File: src/rtl/core/bpkm_tlv_pkg.sv
package bpkm_tlv_pkg;

  localparam int NEST_DEPTH  = 4;
  localparam int OFFSET_BITS = 16;

  localparam int POS_W      = OFFSET_BITS + 1;
  localparam int SUM_W      = ((POS_W > 16) ? POS_W : 16) + 1;
  localparam int LVL_W      = $clog2(NEST_DEPTH + 1);
  localparam int STK_IDX_W  = (NEST_DEPTH > 1) ? $clog2(NEST_DEPTH) : 1;
  localparam logic [POS_W-1:0] POS_MAX = '1;

  localparam int FIFO_DEPTH = 4;
  localparam int FIFO_PTR_W = $clog2(FIFO_DEPTH);
  localparam int FIFO_CNT_W = $clog2(FIFO_DEPTH + 1);

  typedef enum logic [1:0] {
    PH_TYPE    = 2'd0,
    PH_LEN_HI  = 2'd1,
    PH_LEN_LO  = 2'd2,
    PH_PAYLOAD = 2'd3
  } phase_t;

  localparam logic [1:0] KIND_SKIP      = 2'd0;
  localparam logic [1:0] KIND_LEAF      = 2'd1;
  localparam logic [1:0] KIND_CONTAINER = 2'd2;
  localparam logic [1:0] KIND_OTHER     = 2'd3;

  localparam logic [2:0] ST_OK        = 3'd0;
  localparam logic [2:0] ST_BAD_LEN   = 3'd1;
  localparam logic [2:0] ST_OVERRUN   = 3'd2;
  localparam logic [2:0] ST_TRUNCATED = 3'd3;
  localparam logic [2:0] ST_TOO_DEEP  = 3'd4;

  typedef struct packed {
    logic [7:0] data_byte;
    logic       message_end;
  } in_item_t;

  typedef struct packed {
    logic [7:0]  attr_type;
    logic [15:0] attr_length;
    logic [15:0] attr_offset;
    logic [2:0]  nest_level;
    logic [1:0]  attr_kind;
    logic [31:0] leaf_value;
    logic [2:0]  status;
    logic        run_last;
  } out_item_t;

  function automatic logic [1:0] kind_of(input logic [7:0] t);
    logic [1:0] k;
    unique case (t)
      8'd0, 8'd14:                                   k = KIND_SKIP;
      8'd5, 8'd13, 8'd19, 8'd23, 8'd25, 8'd28:       k = KIND_CONTAINER;
      8'd1, 8'd2, 8'd3, 8'd4, 8'd6, 8'd7, 8'd8, 8'd9, 8'd10,
      8'd11, 8'd12, 8'd15, 8'd16, 8'd17, 8'd18, 8'd20, 8'd21,
      8'd22, 8'd24, 8'd26, 8'd27:                     k = KIND_LEAF;
      default:                                        k = KIND_OTHER;
    endcase
    return k;
  endfunction

  // fixed-size leaf types and their allowed lengths
  function automatic logic length_ok(input logic [7:0] t, input logic [15:0] len);
    logic ok;
    unique case (t)
      8'd2:                             ok = (len == 16'd3);
      8'd3:                             ok = (len == 16'd6);
      8'd7:                             ok = (len == 16'd96) || (len == 16'd128) ||
                                             (len == 16'd256);
      8'd8, 8'd15:                      ok = (len == 16'd8) || (len == 16'd16);
      8'd9, 8'd27:                      ok = (len == 16'd4);
      8'd10, 8'd16, 8'd22, 8'd24, 8'd26: ok = (len == 16'd1);
      8'd11:                            ok = (len == 16'd20);
      8'd12, 8'd20:                     ok = (len == 16'd2);
      default:                          ok = 1'b1;
    endcase
    return ok;
  endfunction

endpackage

File: src/rtl/core/bpkm_tlv_attribute_parser.sv
// channel  | ports                          | moves
// ---------+--------------------------------+--------------------------------------
// input    | in_valid, in_stall, in_item    | one message byte per request
// result   | out_valid, out_stall, out_item | one attribute report per request
//
// one byte is parsed per cycle; the parse state updates in the accepting cycle and
// its reports (zero, one or two) land in a four-entry result queue.
// in_stall rises while fewer than two queue slots are free, so a byte is taken
// every cycle as long as results drain at least as fast as they are made.
// rst_n is synchronous, active low; it clears the parse state and the queue.
module bpkm_tlv_attribute_parser
  import bpkm_tlv_pkg::*;
(
  input  logic      clk,
  input  logic      rst_n,
  input  logic      in_valid,
  output logic      in_stall,
  input  in_item_t  in_item,
  output logic      out_valid,
  input  logic      out_stall,
  output out_item_t out_item
);

  phase_t             phase_r, phase_nxt;
  logic [7:0]         cur_type_r, cur_type_nxt;
  logic [15:0]        cur_len_r, cur_len_nxt;
  logic [15:0]        remaining_r, remaining_nxt;
  logic [POS_W-1:0]   pos_r, pos_nxt;
  logic [POS_W-1:0]   type_off_r, type_off_nxt;
  logic [LVL_W-1:0]   level_r, level_nxt;
  logic [31:0]        value_r, value_nxt;
  logic               discard_r, discard_nxt;
  logic [POS_W-1:0]   stack_r [NEST_DEPTH];

  out_item_t             fifo_r [FIFO_DEPTH];
  logic [FIFO_PTR_W-1:0] wr_ptr_r, rd_ptr_r;
  logic [FIFO_CNT_W-1:0] count_r;

  logic                  in_fire, out_fire;
  logic [7:0]            b;
  logic [POS_W-1:0]      nxt;
  logic                  has_top;
  logic [POS_W-1:0]      top;
  logic [15:0]           len_lo;
  logic [SUM_W-1:0]      end_sum;
  logic [POS_W-1:0]      end_sat;
  logic                  push_en;
  logic [LVL_W-1:0]      level_mid;
  logic [LVL_W-1:0]      level_closed;
  logic [POS_W-1:0]      stk_a;
  logic [1:0]            cur_kind;
  logic                  r0_v, r1_v;
  out_item_t             r0, r1, push0, push1;
  logic                  push_any, push_two;

  assign in_fire  = in_valid && !in_stall;
  assign out_fire = out_valid && !out_stall;
  assign in_stall = (count_r > FIFO_CNT_W'(FIFO_DEPTH - 2));
  assign out_valid = (count_r != '0);
  assign out_item  = fifo_r[rd_ptr_r];

  assign b        = in_item.data_byte;
  assign nxt      = (pos_r < POS_MAX) ? pos_r + POS_W'(1) : POS_MAX;
  assign has_top  = (level_r != '0);
  assign top      = stack_r[STK_IDX_W'(level_r - LVL_W'(1))];
  assign len_lo   = cur_len_r | {8'h00, b};
  assign end_sum  = SUM_W'(nxt) + SUM_W'(len_lo);
  assign end_sat  = (end_sum > SUM_W'(POS_MAX)) ? POS_MAX : POS_W'(end_sum);
  assign cur_kind = kind_of(cur_type_r);

  always_comb begin
    phase_nxt     = phase_r;
    cur_type_nxt  = cur_type_r;
    cur_len_nxt   = cur_len_r;
    remaining_nxt = remaining_r;
    type_off_nxt  = type_off_r;
    value_nxt     = value_r;
    discard_nxt   = discard_r;
    pos_nxt       = nxt;
    push_en       = 1'b0;
    r0_v          = 1'b0;
    r0            = '0;
    r0.status     = ST_OK;
    r0.attr_kind  = cur_kind;

    if (!discard_r) begin
      if ((phase_r == PH_LEN_HI || phase_r == PH_LEN_LO) && has_top && nxt > top) begin
        r0_v        = 1'b1;
        r0.status   = ST_OVERRUN;
        discard_nxt = 1'b1;
      end else begin
        unique case (phase_r)
          PH_TYPE: begin
            cur_type_nxt = b;
            cur_len_nxt  = '0;
            type_off_nxt = pos_r;
            phase_nxt    = PH_LEN_HI;
          end
          PH_LEN_HI: begin
            cur_len_nxt = {b, 8'h00};
            phase_nxt   = PH_LEN_LO;
          end
          PH_LEN_LO: begin
            cur_len_nxt = len_lo;
            priority if (!length_ok(cur_type_r, len_lo)) begin
              r0_v        = 1'b1;
              r0.status   = ST_BAD_LEN;
              discard_nxt = 1'b1;
            end else if (has_top && end_sat > top) begin
              r0_v        = 1'b1;
              r0.status   = ST_OVERRUN;
              discard_nxt = 1'b1;
            end else if (cur_kind == KIND_CONTAINER &&
                         level_r >= LVL_W'(NEST_DEPTH)) begin
              r0_v        = 1'b1;
              r0.status   = ST_TOO_DEEP;
              discard_nxt = 1'b1;
            end else if (cur_kind == KIND_CONTAINER) begin
              r0_v      = 1'b1;
              push_en   = 1'b1;
              phase_nxt = PH_TYPE;
            end else if (len_lo == 16'd0) begin
              r0_v      = 1'b1;
              phase_nxt = PH_TYPE;
            end else begin
              remaining_nxt = len_lo;
              value_nxt     = '0;
              phase_nxt     = PH_PAYLOAD;
            end
          end
          PH_PAYLOAD: begin
            value_nxt     = {value_r[23:0], b};
            remaining_nxt = remaining_r - 16'd1;
            if (remaining_nxt == 16'd0) begin
              r0_v          = 1'b1;
              r0.leaf_value = (cur_kind == KIND_SKIP) ? 32'd0 : value_nxt;
              phase_nxt     = PH_TYPE;
            end
          end
          default: ;
        endcase
      end
    end

    r0.attr_type   = cur_type_r;
    r0.attr_length = cur_len_nxt;
    r0.attr_offset = 16'(type_off_r);
    r0.nest_level  = 3'(level_r);
  end

  // open ends shrink with depth, so closing is a count of ends still ahead
  always_comb begin
    level_mid    = push_en ? level_r + LVL_W'(1) : level_r;
    level_closed = '0;
    stk_a        = '0;
    for (int i = 0; i < NEST_DEPTH; i++) begin
      stk_a = (push_en && level_r == LVL_W'(i)) ? end_sat : stack_r[i];
      if (LVL_W'(i) < level_mid && stk_a > nxt) begin
        level_closed = level_closed + LVL_W'(1);
      end
    end
    if (!discard_r && !discard_nxt && phase_nxt == PH_TYPE) begin
      level_nxt = level_closed;
    end else begin
      level_nxt = level_mid;
    end
  end

  // truncation report on the final byte
  always_comb begin
    r1_v = in_item.message_end && !discard_nxt &&
           (phase_nxt != PH_TYPE || level_nxt != '0);
    r1             = '0;
    r1.attr_type   = cur_type_nxt;
    r1.attr_length = cur_len_nxt;
    r1.attr_offset = 16'(type_off_nxt);
    r1.nest_level  = 3'(level_nxt);
    r1.attr_kind   = kind_of(cur_type_nxt);
    r1.leaf_value  = '0;
    r1.status      = ST_TRUNCATED;
    r1.run_last    = 1'b1;

    push_two       = r0_v && r1_v;
    push_any       = r0_v || r1_v;
    push0          = r0_v ? r0 : r1;
    push0.run_last = !push_two;
    push1          = r1;
  end

  always_ff @(posedge clk) begin
    if (!rst_n) begin
      phase_r     <= PH_TYPE;
      cur_type_r  <= '0;
      cur_len_r   <= '0;
      remaining_r <= '0;
      pos_r       <= '0;
      type_off_r  <= '0;
      level_r     <= '0;
      value_r     <= '0;
      discard_r   <= 1'b0;
    end else if (in_fire) begin
      if (in_item.message_end) begin
        phase_r     <= PH_TYPE;
        cur_type_r  <= '0;
        cur_len_r   <= '0;
        remaining_r <= '0;
        pos_r       <= '0;
        type_off_r  <= '0;
        level_r     <= '0;
        value_r     <= '0;
        discard_r   <= 1'b0;
      end else begin
        phase_r     <= phase_nxt;
        cur_type_r  <= cur_type_nxt;
        cur_len_r   <= cur_len_nxt;
        remaining_r <= remaining_nxt;
        pos_r       <= pos_nxt;
        type_off_r  <= type_off_nxt;
        level_r     <= level_nxt;
        value_r     <= value_nxt;
        discard_r   <= discard_nxt;
      end
    end
  end

  always_ff @(posedge clk) begin
    if (in_fire && push_en) begin
      stack_r[STK_IDX_W'(level_r)] <= end_sat;
    end
  end

  always_ff @(posedge clk) begin
    if (!rst_n) begin
      wr_ptr_r <= '0;
      rd_ptr_r <= '0;
      count_r  <= '0;
    end else begin
      if (in_fire && push_any) begin
        wr_ptr_r <= push_two ? wr_ptr_r + FIFO_PTR_W'(2) : wr_ptr_r + FIFO_PTR_W'(1);
      end
      if (out_fire) begin
        rd_ptr_r <= rd_ptr_r + FIFO_PTR_W'(1);
      end
      count_r <= count_r
               + ((in_fire && push_any) ? FIFO_CNT_W'(1) : FIFO_CNT_W'(0))
               + ((in_fire && push_two) ? FIFO_CNT_W'(1) : FIFO_CNT_W'(0))
               - (out_fire ? FIFO_CNT_W'(1) : FIFO_CNT_W'(0));
    end
  end

  always_ff @(posedge clk) begin
    if (in_fire && push_any) begin
      fifo_r[wr_ptr_r] <= push0;
    end
    if (in_fire && push_two) begin
      fifo_r[wr_ptr_r + FIFO_PTR_W'(1)] <= push1;
    end
  end

endmodule
File: config.mk
export PLATFORM = sky130hd
export DESIGN_NAME = bpkm_tlv_attribute_parser
export DESIGN_NICKNAME = d
export VERILOG_FILES = /design/src/rtl/core/bpkm_tlv_pkg.sv /design/src/rtl/core/bpkm_tlv_attribute_parser.sv
export SDC_FILE = /design/constraint.sdc
export NUM_CORES = 1
export LEC_CHECK = 0
export BUFFER_PORTS_ARGS = -buffer_cell sky130_fd_sc_hd__buf_2
export CORE_MARGIN = 3
export CORE_UTILIZATION = 27
export DETAILED_ROUTE_END_ITERATION = 8
export GPL_ROUTABILITY_DRIVEN = 0
export PLACE_DENSITY = 0.42
export SLEW_MARGIN = 40
export SYNTH_ARGS = -nofsm -noshare
export SYNTH_HDL_FRONTEND = slang
export SYNTH_SLANG_ARGS = --single-unit
File: constraint.sdc
create_clock -name clk -period 17.05 [get_ports clk]
set_clock_uncertainty 0.1 [all_clocks]
set_input_delay 1.705 -clock clk [delete_from_list [all_inputs] [get_ports clk]]
set_output_delay 1.705 -clock clk [all_outputs]
set_load 0.02 [all_outputs]
==> insert_results.sql, run 1 <==
INSERT INTO impl_metrics (metric_group, metric, value, unit) VALUES
('synth', 'synthTopCellsByCount', 'nor2_1, dfxtp_1, edfxtp_1, a22o_1, ha_1', ''),
('timing', 'timing.slew.headroom', '42.3', '%'),
('synth', 'syn_avg_cell_area', '10.9', 'um2'),
('grt', 'number_of_antenna_violations_at_the_first_check_in_global_routing', '3', ''),
('timing', 'min_period', '15.57', 'ns'),
('flow_run', 'cap_violations', '0', ''),
('floorplanning', 'io_pins', '96', ''),
('floorplanning', 'initial_core_util', '27.5', '%'),
('timing', 'fin_hold_ws', '0.375', 'ns'),
('timing', 'timing.final.hold_violations', '0', ''),
('route', 'initialDrtViolationCount', '1935', ''),
('synth', 'synth.yosys.warnings', '0', ''),
('finish', 'num_antenna_cells', '0', ''),
('finish', 'nNetsFinal', '2681', ''),
('placement', 'io_buffers', '95', ''),
('power_and_ir_drop', 'total_leakage_power', '11.3', 'nW'),
('grt', 'overflow', '0', ''),
('timing', 'report.final.setup_viol', '0', ''),
('route', 'drt_pass1_iterations', '6', ''),
('route', 'wl', '93000', 'um'),
('clocking', 'cts_max_level', '2', ''),
('worst_setup_path', 'cp_common_cell', 'o21a_1', ''),
('timing', 'maxClockFrequency', '64.2', 'MHz'),
('floorplanning', 'core-area', '0.0991', 'mm2'),
('finish', 'syn_to_final_growth', '14.4', '%'),
('floorplanning', 'die_width', '323', 'um'),
('route', 'detailed_route_vias_per_instance', '5.44', ''),
('grt', 'first_global_vias', '21000', ''),
('finish', 'nFillCells', '10000', ''),
('synth', 'synth_top_area_share', '27.4', '%'),
('clocking', 'cts.hold.buffers_added', '0', ''),
('worst_setup_path', 'crit_family', 'compound AO/OA/AOI/OAI gates', ''),
('synth', 'synth.largest_area_cell', 'edfxtp_1', ''),
('timing', 'final-max-slew-violation-count', '0', ''),
('grt', 'grt_start_max_net_pins', '76', ''),
('clocking', 'clk_root_buffer_cell', 'clkbuf_16', ''),
('clocking', 'clock-sinks', '506', ''),
('synth', 'netlist-cell-type-count', '94', ''),
('worst_setup_path', 'path_max_fanout', '17', ''),
('finish', 'layout-drive-gt1-share', '16.8', '%'),
('worst_setup_path', 'timing.critical_path.buf_inv', '5', ''),
('timing', 'rsz0062_at_grt', 'no', ''),
('clocking', 'clkLatencyLatePin', '0.68', 'ns'),
('grt', 'wire_length_of_the_first_global_routing_pass', '140000', 'um'),
('min_path', 'hp-class', 'reg -> reg', ''),
('synth', 'synth_cells', '2488', ''),
('clocking', 'cts-root-to-sink-buffers', '3', ''),
('route', 'post_drt_wl_per_cell', '24.2', 'um'),
('grt', 'globalRouteTotalUtil', '17.6', '%'),
('clocking', 'cts_setup_buffers', '0', ''),
('route', 'vias', '20900', ''),
('worst_setup_path', 'worstSetupStartpointType', 'register', ''),
('timing', 'final_min_period_over_clock_period', '91.3', '%'),
('worst_setup_path', 'timing.critical_path.slowest_cell_delay', '0.69', 'ns'),
('worst_setup_path', 'critical-path-slowest-cell', 'a2111oi_0', ''),
('synth', 'seq_area_frac_synth', '46.3', '%'),
('floorplanning', 'dieArea', '0.105', 'mm2'),
('power_and_ir_drop', 'power_density_of_the_placed_cells', '109', 'mW/mm2'),
('clocking', 'clkSlewWorstSetupHoldPaths', '0.06', 'ns'),
('timing', 'worst_slew_pin_slew', '0.865', 'ns'),
('placement', 'pre_cts_ws', '1.31', 'ns'),
('clocking', 'tritoncts', 'done', ''),
('synth', 'netlist_area', '0.0272', 'mm2'),
('synth', 'synth-async-reset-ratio', '0', '%'),
('clocking', 'post_cts_resized', '0', ''),
('synth', 'synth-edff-count', '248', ''),
('route', 'postRouteAntennaNets', '0', ''),
('synth', 'ys.flop_type', 'dfxtp_1', ''),
('timing', 'timing.final.ws_setup', '1.48', 'ns'),
('synth', 'yosysMostFrequentCell', 'nor2_1', ''),
('status', 'status', 'finished clean', '');
==> cell usage in the layout, fill, tap and decap left out, types with 29 or more instances in the layout <==
cell type  instances
a21o_1            29
a21oi_1          140
a22o_1           166
a22oi_1           84
a32o_1            65
buf_2             95
buf_4             48
clkbuf_16         60
dfxtp_1          256
edfxtp_1         248
ha_1             153
inv_1             90
mux4_2            98
nand2_1           96
nand3_1           38
nor2_1           317
o21ai_0           63
==> cells by family after synthesis <==
group | share of synthesized area [%]
compound gates | 20.5
buf+inv | 4.24
fa+ha+maj | 7.34
mux | 9.12
simple gates | 11.4
flops | 46.3
xor+xnor | 1.06
==> flip-flops by register name, indices dropped and copies added, names as in the netlist, named ones only <==
name and count:
fifo_r 324, stack_r 68, value_r 24, pos_r 17, cur_len_r 16, remaining_r 16, type_off_r 16, cur_type_r 8
count_r 3, level_r 3, phase_r 2, rd_ptr_r 2, wr_ptr_r 2, discard_r 1
==> stage by stage <==
step,area [um2],power (mW),util (%)
6_report,31100,3.38,31.4
3_5_place_dp,29100,2.11,29.4
4_1_cts,31100,3.42,31.4
5_1_grt,31100,3.53,31.4
2_1_floorplan,27200,1.85,-
3_3_place_gp,29000,2.10,29.2
==> report_power, final <==
group / total (mW) / switching (mW) / internal, mW
clock: 1.30 / 0.540 / 0.760
sequential: 1.37 / 0.0444 / 1.32
combinational: 0.711 / 0.471 / 0.240
total: 3.38 / 1.06 / 2.32
==> metal layers <==
layer	up-vias	global-route usage [%]	wire, um
li1	9567	-	-
met4	2	4.56	2040
met1	10700	23.5	41900
met2	531	30.0	45100
met3	109	2.31	3960
met5	-	0	13
==> worst reg2reg max path: cells and delay by family (launching register included) <==
| family | cells | cell delay (ns) |
|---|---|---|
| buffers and inverters | 5 | 0.86 |
| AND/OR/NAND/NOR | 19 | 4.06 |
| XOR/XNOR | 2 | 0.47 |
| adder cells (fa/ha/maj) | 8 | 2.41 |
| AO/OA/AOI/OAI | 32 | 6.93 |
| flip-flops | 1 | 0.61 |
==> layout make-up <==
cell class                 count  area [um2]  area share, %
clock inverter                29         347           1.11
timing repair buffer         151         947           3.04
multi-input combinational   1698       13600           43.6
sequential                   506       12600           40.5
clock buffer                  82        1660           5.35
tap                         1287        1610           5.17
inverter                      95         358           1.15
==> worst paths after layout <==
check                       end     startpoint  cells past startpoint
setup reg to reg     count_r[2]       pos_r[3]                     66
hold / removal    fifo_r[1][32]  fifo_r[1][32]                      1
hold reg to reg   fifo_r[1][32]  fifo_r[1][32]                      1
setup / recovery     count_r[2]       pos_r[3]                     66
(Power assumes the default switching activity.)
==> run 2: changes to the inputs <==
--- a/config.mk
+++ b/config.mk
@@ -9,4 +9,5 @@
 export CORE_MARGIN = 3
 export CORE_UTILIZATION = 27
+export CTS_CLUSTER_SIZE = 24
 export DETAILED_ROUTE_END_ITERATION = 8
 export GPL_ROUTABILITY_DRIVEN = 0
==> constraint.sdc (replaced) <==
create_clock -name clk -period 17.05 [get_ports clk]
set_clock_uncertainty 0.1 [all_clocks]
set_input_delay 0.8525 -clock clk [delete_from_list [all_inputs] [get_ports clk]]
set_output_delay 0.8525 -clock clk [all_outputs]
set_load 0.02 [all_outputs]
==> run 2 against run 1 <==
  * Final cell count decreased by 0.21%
  * Core utilization decreased by 0.086 points
  * Die area unchanged
  * Final area decreased by 0.27%
  * Critical path depth decreased by 4
  * Register-to-register slack got worse by 0.24 ns
  * Sequential power about the same
  * Worst setup slack got worse by 0.24 ns
  * Worst hold slack got worse by 0.0040 ns
  * Flip-flop and latch count unchanged
==> insert_results.sql, run 2 (synthesis results as in run 1) <==
INSERT INTO impl_metrics (metric_group, metric, value, unit) VALUES
('worst_setup_path', 'data_required_time_of_the_critical_path', '17.26', 'ns'),
('finish', 'nFillCells', '9977', ''),
('floorplanning', 'die-height', '323', 'um'),
('route', 'postRouteAntennaNets', '0', ''),
('floorplanning', 'std_cell_rows', '115', ''),
('floorplanning', 'initial_core_util', '27.5', '%'),
('finish', 'layout-drive-gt1-share', '16.8', '%'),
('route', 'drc_errors', '0', ''),
('min_path', 'hold_path.startpoint', 'fifo_r[3][3]', ''),
('clocking', 'clock-sinks', '506', ''),
('clocking', 'clkSlewWorstSetupHoldPaths', '0.06', 'ns'),
('floorplanning', 'core-area', '0.0991', 'mm2'),
('route', 'wl', '92100', 'um'),
('timing', 'worst_slew_pin_slew', '0.869', 'ns'),
('timing', 'rsz0062_at_grt', 'no', ''),
('status', 'status', 'finished clean', ''),
('worst_setup_path', 'timing.reg2reg.worst_path_depth', '62', ''),
('worst_setup_path', 'flop_to_flop_setup_slack', '1.23', 'ns'),
('finish', 'nNetsFinal', '2675', ''),
('floorplanning', 'io_pins', '96', ''),
('min_path', 'hold-path-endpoint', 'fifo_r[3][3]', ''),
('route', 'post_drt_wl_per_cell', '24.0', 'um'),
('worst_setup_path', 'worstReg2RegEnd', 'fifo_r[0][40]', ''),
('clocking', 'cts_max_level', '2', ''),
('finish', 'mostFrequentLayoutCell', 'nor2_1', ''),
('floorplanning', 'die_width', '323', 'um'),
('timing', 'timing.final.ws_setup', '1.23', 'ns'),
('worst_setup_path', 'worstSetupStartpointType', 'register', ''),
('placement', 'placed_cell_area', '0.0290', 'mm2'),
('flow_run', 'cap_violations', '0', ''),
('grt', 'globalRouteTotalUtil', '17.3', '%'),
('route', 'drt_pass1_iterations', '7', ''),
('worst_setup_path', 'reg2reg_from', 'pos_r[2]', ''),
('worst_setup_path', 'critical-path-slowest-cell', 'a2111oi_0', ''),
('min_path', 'hold_depth', '1', ''),
('power_and_ir_drop', 'total_leakage_power', '11.2', 'nW'),
('worst_setup_path', 'end_kind', 'register', ''),
('finish', 'layout.cells.most_common_list', 'nor2_1, dfxtp_1, edfxtp_1', ''),
('timing', 'report.final.setup_viol', '0', ''),
('worst_setup_path', 'setup.worst_path.class', 'reg -> reg', ''),
('clocking', 'cts_made_buffers', '58', ''),
('grt', 'grt_start_max_net_pins', '73', ''),
('grt', 'number_of_antenna_violations_at_the_first_check_in_global_routing', '1', ''),
('finish', 'regMostFlops', 'fifo_r', ''),
('timing', 'final.setup.tns', '0', 'ns'),
('worst_setup_path', 'timing.critical_path.slowest_cell_delay', '0.68', 'ns'),
('clocking', 'clkLatencyLatePin', '0.68', 'ns'),
('placement', 'dp_hpwl', '63300', 'um'),
('timing', 'maxClockFrequency', '63.2', 'MHz'),
('timing', 'final_min_period_over_clock_period', '92.8', '%'),
('clocking', 'cts.hold.buffers_added', '0', ''),
('grt', 'first_global_vias', '20800', ''),
('clocking', 'cts-root-to-sink-buffers', '3', ''),
('power_and_ir_drop', 'power_density_of_the_placed_cells', '107', 'mW/mm2'),
('grt', 'wire_length_of_the_first_global_routing_pass', '138000', 'um'),
('timing', 'timing.final.hold_violations', '0', ''),
('finish', 'number_of_flip_flops_under_the_largest_register_name', '324', ''),
('grt', 'overflow', '0', ''),
('clocking', 'tritoncts', 'done', ''),
('placement', 'pre_cts_ws', '0.820', 'ns'),
('worst_setup_path', 'arrival', '16.03', 'ns'),
('finish', 'finish.utilization', '31.3', '%'),
('timing', 'timing.slew.headroom', '42.0', '%'),
('floorplanning', 'dieArea', '0.105', 'mm2'),
('finish', 'stdcell_area', '0.0310', 'mm2'),
('timing', 'final-max-slew-violation-count', '0', ''),
('worst_setup_path', 'cp_common_cell', 'o21a_1', ''),
('min_path', 'hp-class', 'reg -> reg', ''),
('route', 'initialDrtViolationCount', '1869', ''),
('placement', 'io_buffers', '95', ''),
('timing', 'min_period', '15.82', 'ns'),
('finish', 'top_regs', 'fifo_r (324), stack_r (68), value_r (24)', ''),
('finish', 'syn_to_final_growth', '14.0', '%'),
('power_and_ir_drop', 'highest_ir_drop_seen_on_vdd', '0.0676', 'mV'),
('clocking', 'clk_root_buffer_cell', 'clkbuf_16', ''),
('route', 'detailed_route_vias_per_instance', '5.43', ''),
('route', 'vias', '20800', ''),
('worst_setup_path', 'path_max_fanout', '34', '');
run 2: cell types whose count changed in the layout (fill, tap and decap cells not counted), moves of 2 or more:
cell / before / now
a21oi_1: 140 / 138
a21oi_4: 2 / 4
buf_6: 5 / 3
bufinv_16: 5 / 3
clkbuf_1: 14 / 17
clkbuf_8: 8 / 12
clkinv_1: 8 / 3
clkinv_2: 10 / 8
clkinvlp_4: 3 / 1
mux2i_1: 13 / 11
mux2i_2: 2 / 4
run 2: how the worst max path moves through the flow:
stage | from | endpoint | slack (ns) | cells past startpoint
global route | pos_r[2] | fifo_r[0][50] | 0.18 | 62
finish | pos_r[2] | fifo_r[0][40] | 1.23 | 62
floorplan | pos_r[2] | fifo_r[2][1] | 3.63 | 66
CTS | pos_r[2] | fifo_r[3][66] | 0.83 | 62
detailed placement | pos_r[2] | fifo_r[3][66] | 0.82 | 62
global placement | pos_r[2] | fifo_r[3][63] | 0.87 | 63
run 2: routing by layer:
layer	part of all wire, %	GRT usage (%)	routed length, um	vias up
met3	4.8	2.39	4460	129
li1	-	-	-	9561
met4	2.3	4.60	2120	0
met1	45	23.3	41300	10600
met2	48	29.2	44200	558
met5	0	0	0	-
run 2: critical path, delay by kind of cell, from the launching register on:
kind / cells / cell delay (ns)
compound gates: 34 / 7.32
xor+xnor: 1 / 0.29
fa+ha+maj: 5 / 1.30
buf+inv: 6 / 1.74
flops: 1 / 0.51
simple gates: 16 / 4.16
run 2: where the power goes:
group	switching (mW)	internal [mW]	leakage [nW]	total, mW
Combinational	0.452	0.235	5.87	0.687
Clock	0.529	0.739	0.951	1.27
Sequential	0.0579	1.32	4.38	1.38
Total	1.04	2.30	11.2	3.33
run 2: cell type report:
class	count	area (um2)	area share (%)
tap	1287	1610	5.19
sequential	506	12600	40.7
multi-input combinational	1698	13600	43.9
timing repair buffer	146	882	2.84
inverter	95	358	1.15
antenna	1	2.50	0.00806
clock buffer	89	1710	5.52
clock inverter	18	240	0.774
run 2: what timing repair did:
| item | in CTS | in global routing |
|---|---|---|
| setup endpoints to repair | 0 | 35 |
| gates resized for setup | 0 | 1 |
| setup buffers | 0 | 1 |
| hold endpoints to repair | 0 | 0 |
run 2: stage by stage:
| step | instances | power (mW) | hold slack (ns) |
|---|---|---|---|
| 2_1_floorplan | 2488 | 1.85 | 0.327 |
| 3_3_place_gp | 3727 | 2.09 | 0.341 |
| 3_5_place_dp | 3730 | 2.10 | 0.347 |
| 4_1_cts | 3837 | 3.38 | 0.367 |
| 5_1_grt | 3839 | 3.48 | 0.384 |
| 6_report | 3840 | 3.33 | 0.371 |
